<file path="src/sv/assert_macros.svh">
// Assertion helpers; expect clk and rst_n in scope.
`ifndef ASSERT_MACROS_SVH
`define ASSERT_MACROS_SVH

// Property checked on every rising clock edge outside reset.
`define NRTE_ASSERT(label, prop, msg) \
  label: assert property (@(posedge clk) disable iff (!rst_n) prop) else $error(msg);

// Condition that must never be seen outside reset.
`define NRTE_NEVER(label, expr, msg) \
  label: assert property (@(posedge clk) disable iff (!rst_n) !(expr)) else $error(msg);

`endif

</file>
<file path="src/sv/nrte_pkg.sv">
`default_nettype none
package nrte_pkg;

  localparam int unsigned MAX_LINE_DEF = 256;

  localparam logic [61:0] BASE_MS_RST = 62'd1672531200000;
  localparam logic [26:0] DAY_MS      = 27'd86400000;

  localparam logic [7:0] CH_COMMA = 8'h2c;
  localparam logic [7:0] CH_NL    = 8'h0a;
  localparam logic [7:0] CH_ZERO  = 8'h30;
  localparam logic [7:0] CH_NINE  = 8'h39;

  // status codes
  localparam logic [1:0] STAT_OK        = 2'd0;
  localparam logic [1:0] STAT_NOT_RMC   = 2'd1;
  localparam logic [1:0] STAT_MISSING   = 2'd2;
  localparam logic [1:0] STAT_BAD_DIGIT = 2'd3;

  typedef enum logic [1:0] {
    CAP_NONE,
    CAP_TIME,
    CAP_DATE
  } cap_kind_t;

  typedef enum logic [1:0] {
    CS_RUN,
    CS_CALC,
    CS_DONE
  } ctrl_state_t;

  typedef struct packed {
    logic calc_en;
    logic launch;
    logic load_out;
  } nrte_cmd_t;

  typedef struct packed {
    logic       line_end;
    logic [1:0] status;
  } nrte_stat_t;

  function automatic logic [7:0] prefix_char(input logic [2:0] idx);
    logic [7:0] c;
    case (idx)
      3'd0:    c = 8'h24; // $
      3'd1:    c = 8'h47; // G
      3'd2:    c = 8'h50; // P
      3'd3:    c = 8'h52; // R
      3'd4:    c = 8'h4d; // M
      3'd5:    c = 8'h43; // C
      default: c = 8'h00;
    endcase
    return c;
  endfunction

  // cumulative days before month 1..13, no leap days; any other value adds nothing
  function automatic logic [8:0] days_before(input logic [7:0] mon);
    logic [8:0] d;
    case (mon)
      8'd2:    d = 9'd31;
      8'd3:    d = 9'd59;
      8'd4:    d = 9'd90;
      8'd5:    d = 9'd120;
      8'd6:    d = 9'd151;
      8'd7:    d = 9'd181;
      8'd8:    d = 9'd212;
      8'd9:    d = 9'd243;
      8'd10:   d = 9'd273;
      8'd11:   d = 9'd304;
      8'd12:   d = 9'd334;
      8'd13:   d = 9'd365;
      default: d = 9'd0;
    endcase
    return d;
  endfunction

endpackage
`default_nettype wire

</file>
<file path="src/sv/nmea_rmc_time_extractor.sv">
// A byte that does not end a line is taken one byte per cycle while in_stall is low.
// A line-ending byte starts the arithmetic sequence in CS_CALC; its beat is then loaded
// into the output register from CS_DONE, and in_stall stays high until that load.
// The output register frees the input side while a result beat waits on out_stall.
// Reset (rst_n, synchronous, active low) clears line state, empties the output and
// loads base_ms with 1672531200000; digit stores are not reset.
`default_nettype none
module nmea_rmc_time_extractor #(
  parameter int unsigned MAX_LINE = nrte_pkg::MAX_LINE_DEF
) (
  input  wire logic        clk,
  input  wire logic        rst_n,
  // byte channel
  input  wire logic        in_valid,
  output logic             in_stall,
  input  wire logic [7:0]  in_rx_byte,
  // result channel
  output logic             out_valid,
  input  wire logic        out_stall,
  output logic [1:0]       out_status,
  output logic [62:0]      out_time_ms,
  // base_ms register
  input  wire logic        cfg_we,
  input  wire logic [61:0] cfg_wdata
);
  import nrte_pkg::*;

  nrte_cmd_t       cmd;
  nrte_stat_t      st;
  logic            byte_en;
  logic [7:0][3:0] time_dig;
  logic [5:0][3:0] date_dig;

  // Sequencer: byte acceptance, calc step count, output beat handshake.
  nrte_ctrl u_ctrl (
    .clk       (clk),
    .rst_n     (rst_n),
    .in_valid  (in_valid),
    .in_stall  (in_stall),
    .byte_en   (byte_en),
    .st        (st),
    .cmd       (cmd),
    .out_valid (out_valid),
    .out_stall (out_stall)
  );

  // Line parser: prefix check, comma count, capture windows for
  // hhmmss.ss (field 1) and ddmmyy (field 9), status at line end.
  nrte_parse #(
    .MAX_LINE (MAX_LINE)
  ) u_parse (
    .clk      (clk),
    .rst_n    (rst_n),
    .byte_en  (byte_en),
    .rx_byte  (in_rx_byte),
    .st       (st),
    .time_dig (time_dig),
    .date_dig (date_dig)
  );

  // Timestamp datapath: digit pairs, day count and time of day through a
  // short chain of registered constant multiplies, then base + days + tod.
  // The parser holds the digits steady while the input is stalled.
  nrte_calc u_calc (
    .clk       (clk),
    .rst_n     (rst_n),
    .cmd       (cmd),
    .st        (st),
    .time_dig  (time_dig),
    .date_dig  (date_dig),
    .cfg_we    (cfg_we),
    .cfg_wdata (cfg_wdata),
    .status    (out_status),
    .time_ms   (out_time_ms)
  );

endmodule
`default_nettype wire

</file>
<file path="src/sv/nrte_parse.sv">
`default_nettype none
module nrte_parse #(
  parameter int unsigned MAX_LINE = nrte_pkg::MAX_LINE_DEF
) (
  input  wire logic              clk,
  input  wire logic              rst_n,
  input  wire logic              byte_en,
  input  wire logic [7:0]        rx_byte,
  output nrte_pkg::nrte_stat_t   st,
  output logic [7:0][3:0]        time_dig,
  output logic [5:0][3:0]        date_dig
);
  import nrte_pkg::*;

  localparam int unsigned LEN_W = $clog2(MAX_LINE);

  logic [LEN_W-1:0] len_r, len_nxt;
  logic [2:0]       pm_r, pm_nxt;
  logic             pf_r, pf_nxt;
  logic [3:0]       fc_r, fc_nxt;
  logic [3:0]       off_r, off_nxt;
  cap_kind_t        cap_r, cap_nxt;
  logic             tseen_r, tseen_nxt;
  logic             dseen_r, dseen_nxt;
  logic             err_r, err_nxt;
  logic [7:0][3:0]  tdig_r;
  logic [5:0][3:0]  ddig_r;

  logic       tw_en, dw_en, is_dig;
  logic [2:0] t_idx, d_idx;
  logic [3:0] dig_val;
  logic [7:0] sub;

  assign sub     = rx_byte - CH_ZERO;
  assign dig_val = sub[3:0];
  assign is_dig  = (rx_byte >= CH_ZERO) && (rx_byte <= CH_NINE);

  always_comb begin
    len_nxt   = len_r;
    pm_nxt    = pm_r;
    pf_nxt    = pf_r;
    fc_nxt    = fc_r;
    off_nxt   = off_r;
    cap_nxt   = cap_r;
    tseen_nxt = tseen_r;
    dseen_nxt = dseen_r;
    err_nxt   = err_r;
    tw_en     = 1'b0;
    dw_en     = 1'b0;
    t_idx     = off_r[2:0];
    d_idx     = off_r[2:0];
    st        = '{line_end: 1'b0, status: STAT_OK};
    if (byte_en) begin
      if (len_r < LEN_W'(6)) begin
        if (!pf_r && rx_byte == prefix_char(len_r[2:0])) begin
          pm_nxt = pm_r + 3'd1;
        end else begin
          pf_nxt = 1'b1;
        end
      end

      if (cap_r != CAP_NONE) begin
        if (off_r == 4'd0 && rx_byte == CH_COMMA) begin
          cap_nxt = CAP_NONE; // empty field
        end else if (cap_r == CAP_TIME) begin
          if (off_r < 4'd6) begin
            tw_en = 1'b1;
          end else if (off_r == 4'd7 || off_r == 4'd8) begin
            tw_en = 1'b1;
            t_idx = 3'(off_r - 4'd1);
          end
          if (tw_en && !is_dig) begin
            err_nxt = 1'b1;
          end
          if (off_r == 4'd8) begin
            tseen_nxt = 1'b1;
            cap_nxt   = CAP_NONE;
            off_nxt   = 4'd0;
          end else begin
            off_nxt = off_r + 4'd1;
          end
        end else begin
          dw_en = 1'b1;
          if (!is_dig) begin
            err_nxt = 1'b1;
          end
          if (off_r == 4'd5) begin
            dseen_nxt = 1'b1;
            cap_nxt   = CAP_NONE;
            off_nxt   = 4'd0;
          end else begin
            off_nxt = off_r + 4'd1;
          end
        end
      end

      if (rx_byte == CH_COMMA) begin
        fc_nxt = (fc_r == 4'd15) ? fc_r : fc_r + 4'd1;
        if (fc_r != 4'd15 && fc_nxt == 4'd1) begin
          cap_nxt = CAP_TIME;
          off_nxt = 4'd0;
        end else if (fc_r != 4'd15 && fc_nxt == 4'd9) begin
          cap_nxt = CAP_DATE;
          off_nxt = 4'd0;
        end
      end

      len_nxt = len_r + LEN_W'(1);
      st.line_end = (rx_byte == CH_NL) || (len_r == LEN_W'(MAX_LINE - 1));

      if (pf_nxt || pm_nxt != 3'd6) begin
        st.status = STAT_NOT_RMC;
      end else if (!tseen_nxt || !dseen_nxt) begin
        st.status = STAT_MISSING;
      end else if (err_nxt) begin
        st.status = STAT_BAD_DIGIT;
      end else begin
        st.status = STAT_OK;
      end

      if (st.line_end) begin
        len_nxt   = '0;
        pm_nxt    = 3'd0;
        pf_nxt    = 1'b0;
        fc_nxt    = 4'd0;
        off_nxt   = 4'd0;
        cap_nxt   = CAP_NONE;
        tseen_nxt = 1'b0;
        dseen_nxt = 1'b0;
        err_nxt   = 1'b0;
      end
    end
  end

  always_ff @(posedge clk) begin
    if (!rst_n) begin
      len_r   <= '0;
      pm_r    <= 3'd0;
      pf_r    <= 1'b0;
      fc_r    <= 4'd0;
      off_r   <= 4'd0;
      cap_r   <= CAP_NONE;
      tseen_r <= 1'b0;
      dseen_r <= 1'b0;
      err_r   <= 1'b0;
    end else begin
      len_r   <= len_nxt;
      pm_r    <= pm_nxt;
      pf_r    <= pf_nxt;
      fc_r    <= fc_nxt;
      off_r   <= off_nxt;
      cap_r   <= cap_nxt;
      tseen_r <= tseen_nxt;
      dseen_r <= dseen_nxt;
      err_r   <= err_nxt;
    end
  end

  // digit stores: no reset; the result uses them only after both windows completed
  always_ff @(posedge clk) begin
    if (tw_en) begin
      tdig_r[t_idx] <= dig_val;
    end
    if (dw_en) begin
      ddig_r[d_idx] <= dig_val;
    end
  end

  assign time_dig = tdig_r;
  assign date_dig = ddig_r;

  `include "assert_macros.svh"

  `NRTE_NEVER(a_prefix_bound, pm_r > 3'd6, "prefix match count out of range")
  `NRTE_ASSERT(a_idle_offset, (cap_r == CAP_NONE) |-> (off_r == 4'd0), "offset without capture")

endmodule
`default_nettype wire

</file>
<file path="src/sv/nrte_calc.sv">
`default_nettype none
module nrte_calc (
  input  wire logic                 clk,
  input  wire logic                 rst_n,
  input  wire nrte_pkg::nrte_cmd_t  cmd,
  input  wire nrte_pkg::nrte_stat_t st,
  input  wire logic [7:0][3:0]      time_dig,
  input  wire logic [5:0][3:0]      date_dig,
  input  wire logic                 cfg_we,
  input  wire logic [61:0]          cfg_wdata,
  output logic [1:0]                status,
  output logic [62:0]               time_ms
);
  import nrte_pkg::*;

  function automatic logic [7:0] pair(input logic [3:0] hi, input logic [3:0] lo);
    return (8'(hi) << 3) + (8'(hi) << 1) + 8'(lo);
  endfunction

  logic [61:0] base_r;
  logic [1:0]  stat_r;

  // step 0: two-digit values
  logic [7:0]  day_r, mon_r, hh_r, mm_r, ss_r, cc_r;
  // step 1
  logic [10:0] days_r;   // two's complement, -1 for day zero of January
  logic [13:0] hm_r;
  // step 2
  logic [62:0] dms_r;
  logic [19:0] hms_r;
  // step 3
  logic [29:0] tod_r;
  logic [62:0] sum_r;

  logic [1:0]  out_stat_r;
  logic [62:0] out_ms_r;

  logic signed [38:0] dms_prod;
  logic [62:0]        ms_nxt;

  assign dms_prod = $signed(days_r) * $signed({1'b0, DAY_MS});
  assign ms_nxt   = (stat_r == STAT_OK) ? sum_r + 63'(tod_r) : '0;

  always_ff @(posedge clk) begin
    if (!rst_n) begin
      base_r <= BASE_MS_RST;
    end else if (cfg_we) begin
      base_r <= cfg_wdata;
    end
  end

  always_ff @(posedge clk) begin
    if (cmd.launch) begin
      stat_r <= st.status;
    end
    if (cmd.calc_en) begin
      day_r  <= pair(date_dig[0], date_dig[1]);
      mon_r  <= pair(date_dig[2], date_dig[3]);
      hh_r   <= pair(time_dig[0], time_dig[1]);
      mm_r   <= pair(time_dig[2], time_dig[3]);
      ss_r   <= pair(time_dig[4], time_dig[5]);
      cc_r   <= pair(time_dig[6], time_dig[7]);
      days_r <= 11'(days_before(mon_r)) + 11'(day_r) - 11'd1;
      hm_r   <= 14'(hh_r) * 14'd60 + 14'(mm_r);
      dms_r  <= {{24{dms_prod[38]}}, dms_prod};
      hms_r  <= 20'(hm_r) * 20'd60 + 20'(ss_r);
      tod_r  <= 30'(hms_r) * 30'd1000 + 30'(cc_r) * 30'd10;
      sum_r  <= 63'(base_r) + dms_r;
    end
    if (cmd.load_out) begin
      out_stat_r <= stat_r;
      out_ms_r   <= ms_nxt;
    end
  end

  assign status  = out_stat_r;
  assign time_ms = out_ms_r;

endmodule
`default_nettype wire

</file>
<file path="src/sv/nrte_ctrl.sv">
`default_nettype none
module nrte_ctrl (
  input  wire logic                 clk,
  input  wire logic                 rst_n,
  input  wire logic                 in_valid,
  output logic                      in_stall,
  output logic                      byte_en,
  input  wire nrte_pkg::nrte_stat_t st,
  output nrte_pkg::nrte_cmd_t       cmd,
  output logic                      out_valid,
  input  wire logic                 out_stall
);
  import nrte_pkg::*;

  localparam int unsigned CALC_STEPS = 4;

  ctrl_state_t state_r, state_nxt;
  logic [1:0]  step_r, step_nxt;
  logic        ov_r, ov_nxt;

  always_comb begin
    state_nxt = state_r;
    step_nxt  = step_r;
    cmd       = '0;
    in_stall  = (state_r != CS_RUN);
    byte_en   = in_valid && (state_r == CS_RUN);
    case (state_r)
      CS_RUN: begin
        if (st.line_end) begin
          cmd.launch = 1'b1;
          state_nxt  = CS_CALC;
          step_nxt   = 2'd0;
        end
      end
      CS_CALC: begin
        cmd.calc_en = 1'b1;
        if (step_r == 2'(CALC_STEPS - 1)) begin
          state_nxt = CS_DONE;
        end else begin
          step_nxt = step_r + 2'd1;
        end
      end
      CS_DONE: begin
        if (!ov_r || !out_stall) begin
          cmd.load_out = 1'b1;
          state_nxt    = CS_RUN;
        end
      end
      default: begin
        state_nxt = CS_RUN;
      end
    endcase
    if (cmd.load_out) begin
      ov_nxt = 1'b1;
    end else if (ov_r && !out_stall) begin
      ov_nxt = 1'b0;
    end else begin
      ov_nxt = ov_r;
    end
  end

  always_ff @(posedge clk) begin
    if (!rst_n) begin
      state_r <= CS_RUN;
      step_r  <= 2'd0;
      ov_r    <= 1'b0;
    end else begin
      state_r <= state_nxt;
      step_r  <= step_nxt;
      ov_r    <= ov_nxt;
    end
  end

  assign out_valid = ov_r;

  `include "assert_macros.svh"

  `NRTE_ASSERT(a_launch_calc, st.line_end |=> (state_r == CS_CALC && step_r == 2'd0), "line end did not start calc")
  `NRTE_NEVER(a_no_overwrite, cmd.load_out && ov_r && out_stall, "pending result overwritten")

endmodule
`default_nettype wire

</file>
<file path="config.mk">
export PLATFORM = sky130hd
export DESIGN_NAME = nmea_rmc_time_extractor
export DESIGN_NICKNAME = d
export VERILOG_FILES = /design/src/sv/nrte_pkg.sv /design/src/sv/nmea_rmc_time_extractor.sv /design/src/sv/nrte_parse.sv /design/src/sv/nrte_calc.sv /design/src/sv/nrte_ctrl.sv
export VERILOG_INCLUDE_DIRS = /design/src /design/src/sv
export SDC_FILE = /design/constraint.sdc
export NUM_CORES = 1
export LEC_CHECK = 0
export BUFFER_PORTS_ARGS = -buffer_cell sky130_fd_sc_hd__buf_2
export CAP_MARGIN = 20
export CELL_PAD_IN_SITES_DETAIL_PLACEMENT = 2
export CELL_PAD_IN_SITES_GLOBAL_PLACEMENT = 2
export CORE_MARGIN = 1.5
export CORE_UTILIZATION = 39
export CTS_BUF_LIST = sky130_fd_sc_hd__clkbuf_4
export CTS_CLUSTER_SIZE = 28
export DETAILED_ROUTE_END_ITERATION = 8
export PLACE_DENSITY = 0.75
export SYNTH_ARGS = -nofsm -noshare
export SYNTH_HDL_FRONTEND = slang
export SYNTH_HIERARCHICAL = 1
export SYNTH_SLANG_ARGS = --single-unit
</file>
<file path="constraint.sdc">
create_clock -name clk -period 5.4 [get_ports clk]
set_clock_uncertainty 0.05 [all_clocks]
set_input_delay 0.54 -clock clk [delete_from_list [all_inputs] [get_ports clk]]
set_output_delay 0.54 -clock clk [all_outputs]
set_load 0.02 [all_outputs]
</file>
==> results of run 1 <==
[layer usage]
layer	routed length (um)	vias to the layer above	global-route usage, %
met2	49800	417	41.6
met1	40200	12100	27.0
met5	0	-	0
met3	2690	150	2.94
li1	-	11200	-
met4	2460	0	6.89
[registers in the layout, summed over array words and instances (netlist names), 8 cells and up, named ones only]
signal            count
u_calc/mon_r          8
u_calc/days_r        11
u_calc/ss_r           8
u_calc/dms_r         29
u_parse/len_r         8
u_calc/day_r          8
u_calc/base_r        62
u_calc/tod_r         29
u_calc/sum_r         63
u_calc/hm_r          14
u_calc/cc_r           8
u_parse/time_dig     32
u_calc/mm_r           8
u_calc/time_ms       63
u_calc/hh_r           8
u_calc/hms_r         20
u_parse/date_dig     16
[report_power, final]
group          switching [mW]  leakage (nW)  total, mW  internal, mW
Sequential             0.0281          3.80       3.60          3.57
Clock                    1.54         0.960       3.19          1.65
Combinational           0.351          11.5      0.621         0.270
[timing repair]
action                                  4_1_cts  5_1_grt
endpoints found under the setup margin       15       19
setup buffers                                17       13
cloned                                        0        0
hold endpoints to repair                    118        0
resized for setup                            42       41
hold buffers                                 68        0
pin swaps                                    44       25
[cell usage in the layout (no fill, tap or decap), types with 9 or more instances in the layout]
cell type and count:
o21a_1 31, a211oi_1 12, a31oi_1 18, buf_2 140
a21o_1 86, nor2_1 166, o21bai_1 23, buf_4 106
clkbuf_4 169, clkinv_1 38, nand2b_1 22, ha_1 387
xnor2_1 163, or3_1 11, inv_2 13, nor4_1 16
o21ai_1 19, nand3_1 46, nor3_1 34, a21oi_1 169
inv_1 328, nand4_1 34, fa_1 174, xor2_1 80
clkinv_2 11, o211ai_1 16, edfxtp_1 329, nor3b_1 9
mux2i_1 74, nand2_1 133, o21ai_0 61, nor2b_1 85
dfxtp_1 101, ha_4 9, and2_1 13, dlygate4sd3_1 68
and3_1 19
[metrics by stage]
step,util [%],setup WS (ns),total power [mW]
after global routing,46.3,-0.488,7.75
after detailed placement,42.6,-0.314,4.21
after global placement,42.6,-0.0677,4.18
after CTS,45.9,-0.196,7.50
after floorplan,-,-0.0570,4.01
final,46.3,-0.266,7.42
[how the worst max path moves through the flow]
stage,from,endpoint,slack (ns),cells after the start
finish,u_calc/hms_r[2]$_DFFE_PP_,u_calc/tod_r[29]$_DFFE_PP_,-0.27,18
global route,u_calc/hms_r[2]$_DFFE_PP_,u_calc/tod_r[28]$_DFFE_PP_,-0.49,19
CTS,u_calc/hms_r[3]$_DFFE_PP_,u_calc/tod_r[29]$_DFFE_PP_,-0.20,18
detailed placement,u_calc/hms_r[5]$_DFFE_PP_,u_calc/tod_r[29]$_DFFE_PP_,-0.31,19
global placement,u_calc/days_r[8]$_DFFE_PP_,u_calc/dms_r[35]$_DFFE_PP_,-0.07,18
floorplan,u_calc/days_r[8]$_DFFE_PP_,u_calc/dms_r[35]$_DFFE_PP_,-0.06,18
[worst min-delay path, delay by kind of cell]
kind | cells | cell delay (ns)
buffers and inverters | 1 | 0.26
multiplexers | 1 | 0.22
AND/OR/NAND/NOR | 1 | 0.06
[cell type report]
| type | count | area (um^2) | share of cell area, % |
|---|---|---|---|
| Clock inverter | 58 | 359 | 0.959 |
| Inverter | 340 | 1280 | 3.41 |
| Timing Repair Buffer | 320 | 2270 | 6.06 |
| Antenna cell | 1 | 2.50 | 0.00668 |
| Multi-Input combinational cell | 2117 | 19000 | 50.9 |
| Sequential cell | 430 | 11900 | 31.8 |
| Clock buffer | 169 | 1270 | 3.39 |
| Tap cell | 1060 | 1330 | 3.54 |
==> metrics.md, run 1 <==
| Metric | Value |
|---|---|
| RSZ-0062 raised after global routing | `true` |
| Synthesis warning total | `6` |
| Synthesized instance count | `2,951` |
| Core Area | `0.0809 mm^2` |
| Achievable Freq | `0.176 GHz` |
| Fin cells | `4,495` |
| R2r startpoint | `u_calc/hms_r[2]$_DFFE_PP_` |
| Min-delay src | `cfg_we` |
| Setup Total Neg Slack | `-1.94 ns` |
| Io pins | `142` |
| Tmin final | `5.67 ns` |
| Status | `complete, but fails checks` |
| Initial antenna violation count | `3` |
| Crit path max fanout | `4` |
| Total gr overflow | `0` |
| Routed len/inst | `21.2 um` |
| Syn nets | `3,598` |
| Vias | `23.8k` |
| Clk sinks | `430` |
| First-pass GRT wire length | `150,000 um` |
| Worst-path clk slew | `0.07 ns` |
| Post-route ant nets | `0` |
| Hold endpoint | `u_calc/base_r[0]$_SDFFE_PN0P_` |
| Nature of the critical path endpoint | `flop` |
| Nets@finish | `3,976` |
| Crit Path Category | `flop to flop` |
| Most used cell, CP | `fa_1` |
| Final instance area | `0.0374 mm^2` |
| Total GRT Usage | `22.5%` |
| Relative slew margins | `27.4%` |
| Buffers on Ports | `141` |
| H-tree Lvls | `3` |
| CP peak stage delay | `0.55 ns` |
| Hold Vio Cnt, Final | `0` |
| Worst path buffer plus inverter count | `2` |
| Worst Hold Class | `input pin to flop` |
| Vias per Instance | `5.30` |
| Max-slew violations | `0` |
| Layout area overhead | `16.8%` |
| Inst Count DP | `4,169` |
| WL final | `95,200 um` |
| Pwr Density | `198 mW/mm^2` |
| Die H | `290 um` |
| Slowest cell on the critical path | `fa_1` |
| Largest net degree at the start of global routing | `155` |
| Worst Setup Slack, final | `-0.266 ns` |
| Detailed placement HPWL | `70,300 um` |
| Share of cells above drive strength 1 | `16.2%` |
| Critical Path RT | `5.96 ns` |
| # fillers | `8,342` |
| Final setup fails | `12` |
| CTS tree | `yes` |
| Element type at the critical path start | `flop` |
| Rows | `104` |
| Pre-antenna DRT Iters | `5` |
| Final period utilization | `105%` |
| Worst IR Drop VDD | `0.000145 V` |
| R2R depth | `18` |
| CP top delay family | `adder cells` |
| Vias in the first global route | `27.7k` |
| Min Hold Slack | `0.173 ns` |
| Die area | `0.0839 mm^2` |
| Starting Density | `39.6%` |
| Area after DPL | `0.0345 mm^2` |
| Drt drc | `0` |
| Root Driver | `clkbuf_4` |
| Die X | `290 um` |
| Mapped Area | `0.0321 mm^2` |
| Initial drt markers | `763` |
| Max Cap Viol | `0` |
| Leak | `16.2 nW` |
| Syn avg cell area | `10.9 um^2` |
| Clock Latency Late Sink | `0.92 ns` |
| Worst Path Arrival | `6.23 ns` |
| Failing checks | `negative setup slack` |
| Reg-to-reg slack, setup | `-0.27 ns` |
| Cts bufs inserted | `120` |
| Hold depth | `3` |
| Clk buf depth | `3` |
| RePlAce Congestion | `0.853` |
| Tightest Pin Transition | `1.08 ns` |
| Worst path cell trace | `inv_2 -> fa_1 -> fa_1 -> fa_1 -> fa_1 -> inv_2 -> ha_4 -> a21o_1 -> or3_4 -> o211ai_4 -> nand2_2 -> a221oi_2 -> mux2_4 -> nand2_4 -> nor4_4 -> nand4_4 -> nor4_4 -> xnor3_1` |
| Worst r2r dst | `u_calc/tod_r[29]$_DFFE_PP_` |
Power figures use the tool's default switching activity.
==> run 2, diff against run 1 <==
--- a/config.mk
+++ b/config.mk
@@ -16,6 +16,7 @@
 export CTS_CLUSTER_SIZE = 28
 export DETAILED_ROUTE_END_ITERATION = 8
 export PLACE_DENSITY = 0.75
+export SETUP_SLACK_MARGIN = 0.1
 export SYNTH_ARGS = -nofsm -noshare
 export SYNTH_HDL_FRONTEND = slang
 export SYNTH_HIERARCHICAL = 1
==> run 2 against run 1 <==
Against the previous run: critical path type unchanged; via count decreased by 0.49%; highest routed layer unchanged; cell count decreased by 0.58%; power decreased by 0.73%; final area decreased by 0.29%; critical path depth increased by 1; the flow still finishes with violations (negative setup slack); die area unchanged; clock-buffer cell count increased by 2; global-route usage about the same; flip-flop and latch count unchanged; sequential power about the same; utilization decreased by 0.13 points.
==> metrics.md, run 2 (same netlist as run 1, synthesis figures left out) <==
| Metric | Value |
|---|---|
| Status | `complete, but fails checks` |
| Failing checks | `negative setup slack` |
| CTS tree | `yes` |
| Fin cells | `4,469` |
| Vias per Instance | `5.31` |
| Rows | `104` |
| Tmin final | `5.56 ns` |
| H-tree Lvls | `3` |
| Switching Share | `25.5%` |
| Worst IR Drop VDD | `0.000146 V` |
| Final instance area | `0.0373 mm^2` |
| Buffers on Ports | `141` |
| Crit path max fanout | `4` |
| Initial drt markers | `907` |
| Starting Density | `39.6%` |
| Share of cells above drive strength 1 | `16.2%` |
| Met3 Usage GRT | `2.82%` |
| Hold Vio Cnt, Final | `0` |
| Achievable Freq | `0.180 GHz` |
| Worst Hold Class | `input pin to flop` |
| Most common cell after layout, fill and taps aside | `ha_1` |
| Pwr Density | `197 mW/mm^2` |
| Pre-antenna DRT Iters | `5` |
| Initial antenna violation count | `6` |
| Clock Latency Late Sink | `0.95 ns` |
| Vias in the first global route | `27.5k` |
| Vias | `23.7k` |
| P_int | `5.48 mW` |
| Layout area overhead | `16.5%` |
| Cts bufs inserted | `117` |
| Relative slew margins | `34.5%` |
| Post-route ant nets | `0` |
| Root Driver | `clkbuf_4` |
| Most used routing layer in global routing | `met2` |
| Drt drc | `0` |
| Final period utilization | `103%` |
| Met2 Use GR | `41.6%` |
| First-pass GRT wire length | `149,000 um` |
| Setup Total Neg Slack | `-0.643 ns` |
| Detailed placement HPWL | `71,200 um` |
| Worst Path Arrival | `6.14 ns` |
| Die area | `0.0839 mm^2` |
| GRT met1 Usage | `27.0%` |
| Critical Path RT | `5.98 ns` |
| WL final | `94,900 um` |
| Inst Count DP | `4,153` |
| Area after DPL | `0.0344 mm^2` |
| RePlAce Congestion | `0.855` |
| Total GRT Usage | `22.5%` |
| Worst Setup Slack, final | `-0.162 ns` |
| Worst-path clk slew | `0.07 ns` |
| Max Cap Viol | `0` |
| Clk pwr share | `42.7%` |
| Max-slew violations | `0` |
| Io pins | `142` |
| Leak | `16.2 nW` |
| RSZ-0062 raised after global routing | `true` |
| Core Area | `0.0809 mm^2` |
| Tightest Pin Transition | `0.979 ns` |
| P_sw | `1.88 mW` |
| Die H | `290 um` |
| Gate power share | `8.4%` |
| Crit Path Category | `flop to flop` |
| Element type at the critical path start | `flop` |
| Routed len/inst | `21.2 um` |
| Largest net degree at the start of global routing | `144` |
| Flop pwr share | `48.9%` |
| Clk buf depth | `3` |
| Clk sinks | `430` |
| Final setup fails | `8` |
| Die X | `290 um` |
| Commonest non-fill, non-tap cells in the layout | `ha_1 (387), edfxtp_1 (329), inv_1 (321), fa_1 (172), clkbuf_4 (171)` |
| Nets@finish | `3,954` |
| Total gr overflow | `0` |
| Nature of the critical path endpoint | `flop` |
run 2: final cells by class:
| type | count | area [um^2] |
|---|---|---|
| Sequential cell | 430 | 11900 |
| Fill cell | 8340 | 43600 |
| Antenna cell | 3 | 7.51 |
| Tap cell | 1060 | 1330 |
| Inverter | 340 | 1280 |
| Multi-Input combinational cell | 2117 | 19100 |
| Timing Repair Buffer | 301 | 2140 |
| Clock inverter | 47 | 293 |
| Clock buffer | 171 | 1280 |
run 2: per-stage QoR:
stage | setup WS, ns | hold slack [ns] | util (%) | total power, mW
after floorplan | 0.0919 | 0.350 | - | 4.02
after global placement | -0.0222 | 0.354 | 42.5 | 4.17
after detailed placement | -0.196 | 0.355 | 42.5 | 4.21
after CTS | -0.134 | 0.0347 | 45.7 | 7.45
after global routing | -0.344 | 0.0978 | 46.1 | 7.68
final | -0.162 | 0.177 | 46.1 | 7.36
run 2: per-layer routing:
metal,share of wire (%),vias up
li1,-,11100
met1,42,12000
met2,52,417
met3,2.9,143
met4,2.6,0
met5,0,-
run 2: critical path: stages, from the launching register on:
cell and delay, ns:
edfxtp_1 0.46, inv_2 0.13, fa_1 0.45, fa_1 0.55, fa_1 0.44, fa_1 0.51
inv_2 0.05, ha_4 0.26, buf_6 0.11, o211ai_4 0.07, a21oi_4 0.17, o211ai_4 0.12
o211a_1 0.28, o31a_1 0.30, o21a_1 0.22, xnor2_2 0.19, nand3_1 0.13, or2_4 0.26
nor4_4 0.27, xnor3_1 0.25
run 2: path summary, 6_finish.rpt:
| path | startpoint | to | slack (ns) | cells after the start |
|---|---|---|---|---|
| worst max-delay path | u_calc/hms_r[2]$_DFFE_PP_ | u_calc/tod_r[29]$_DFFE_PP_ | -0.16 | 19 |
| worst min-delay path | cfg_we | u_calc/base_r[11]$_SDFFE_PN1P_ | 0.18 | 2 |
| worst max register to register | u_calc/hms_r[2]$_DFFE_PP_ | u_calc/tod_r[29]$_DFFE_PP_ | -0.16 | 19 |
| worst min register to register | u_parse/time_dig[20]$_DFFE_PP_ | u_calc/ss_r[0]$_DFFE_PP_ | 0.35 | 0 |
run 2: power groups by stage:
stage          logic [mW]  clock network [mW]  registers, mW
6_report            0.615                3.15           3.60
3_3_place_gp        0.504                   0           3.67
4_1_cts             0.590                3.26           3.60
3_5_place_dp        0.536                   0           3.67
2_1_floorplan       0.357                   0           3.66
5_1_grt             0.669                3.41           3.60
run 2: timing repair:
item                                   in CTS  in global routing
hold buffers                               68                  0
gates resized for setup                    42                 63
setup buffers                              13                 14
setup endpoints to repair                  15                 18
pin swaps                                  28                 31
endpoints found under the hold margin     119                  0
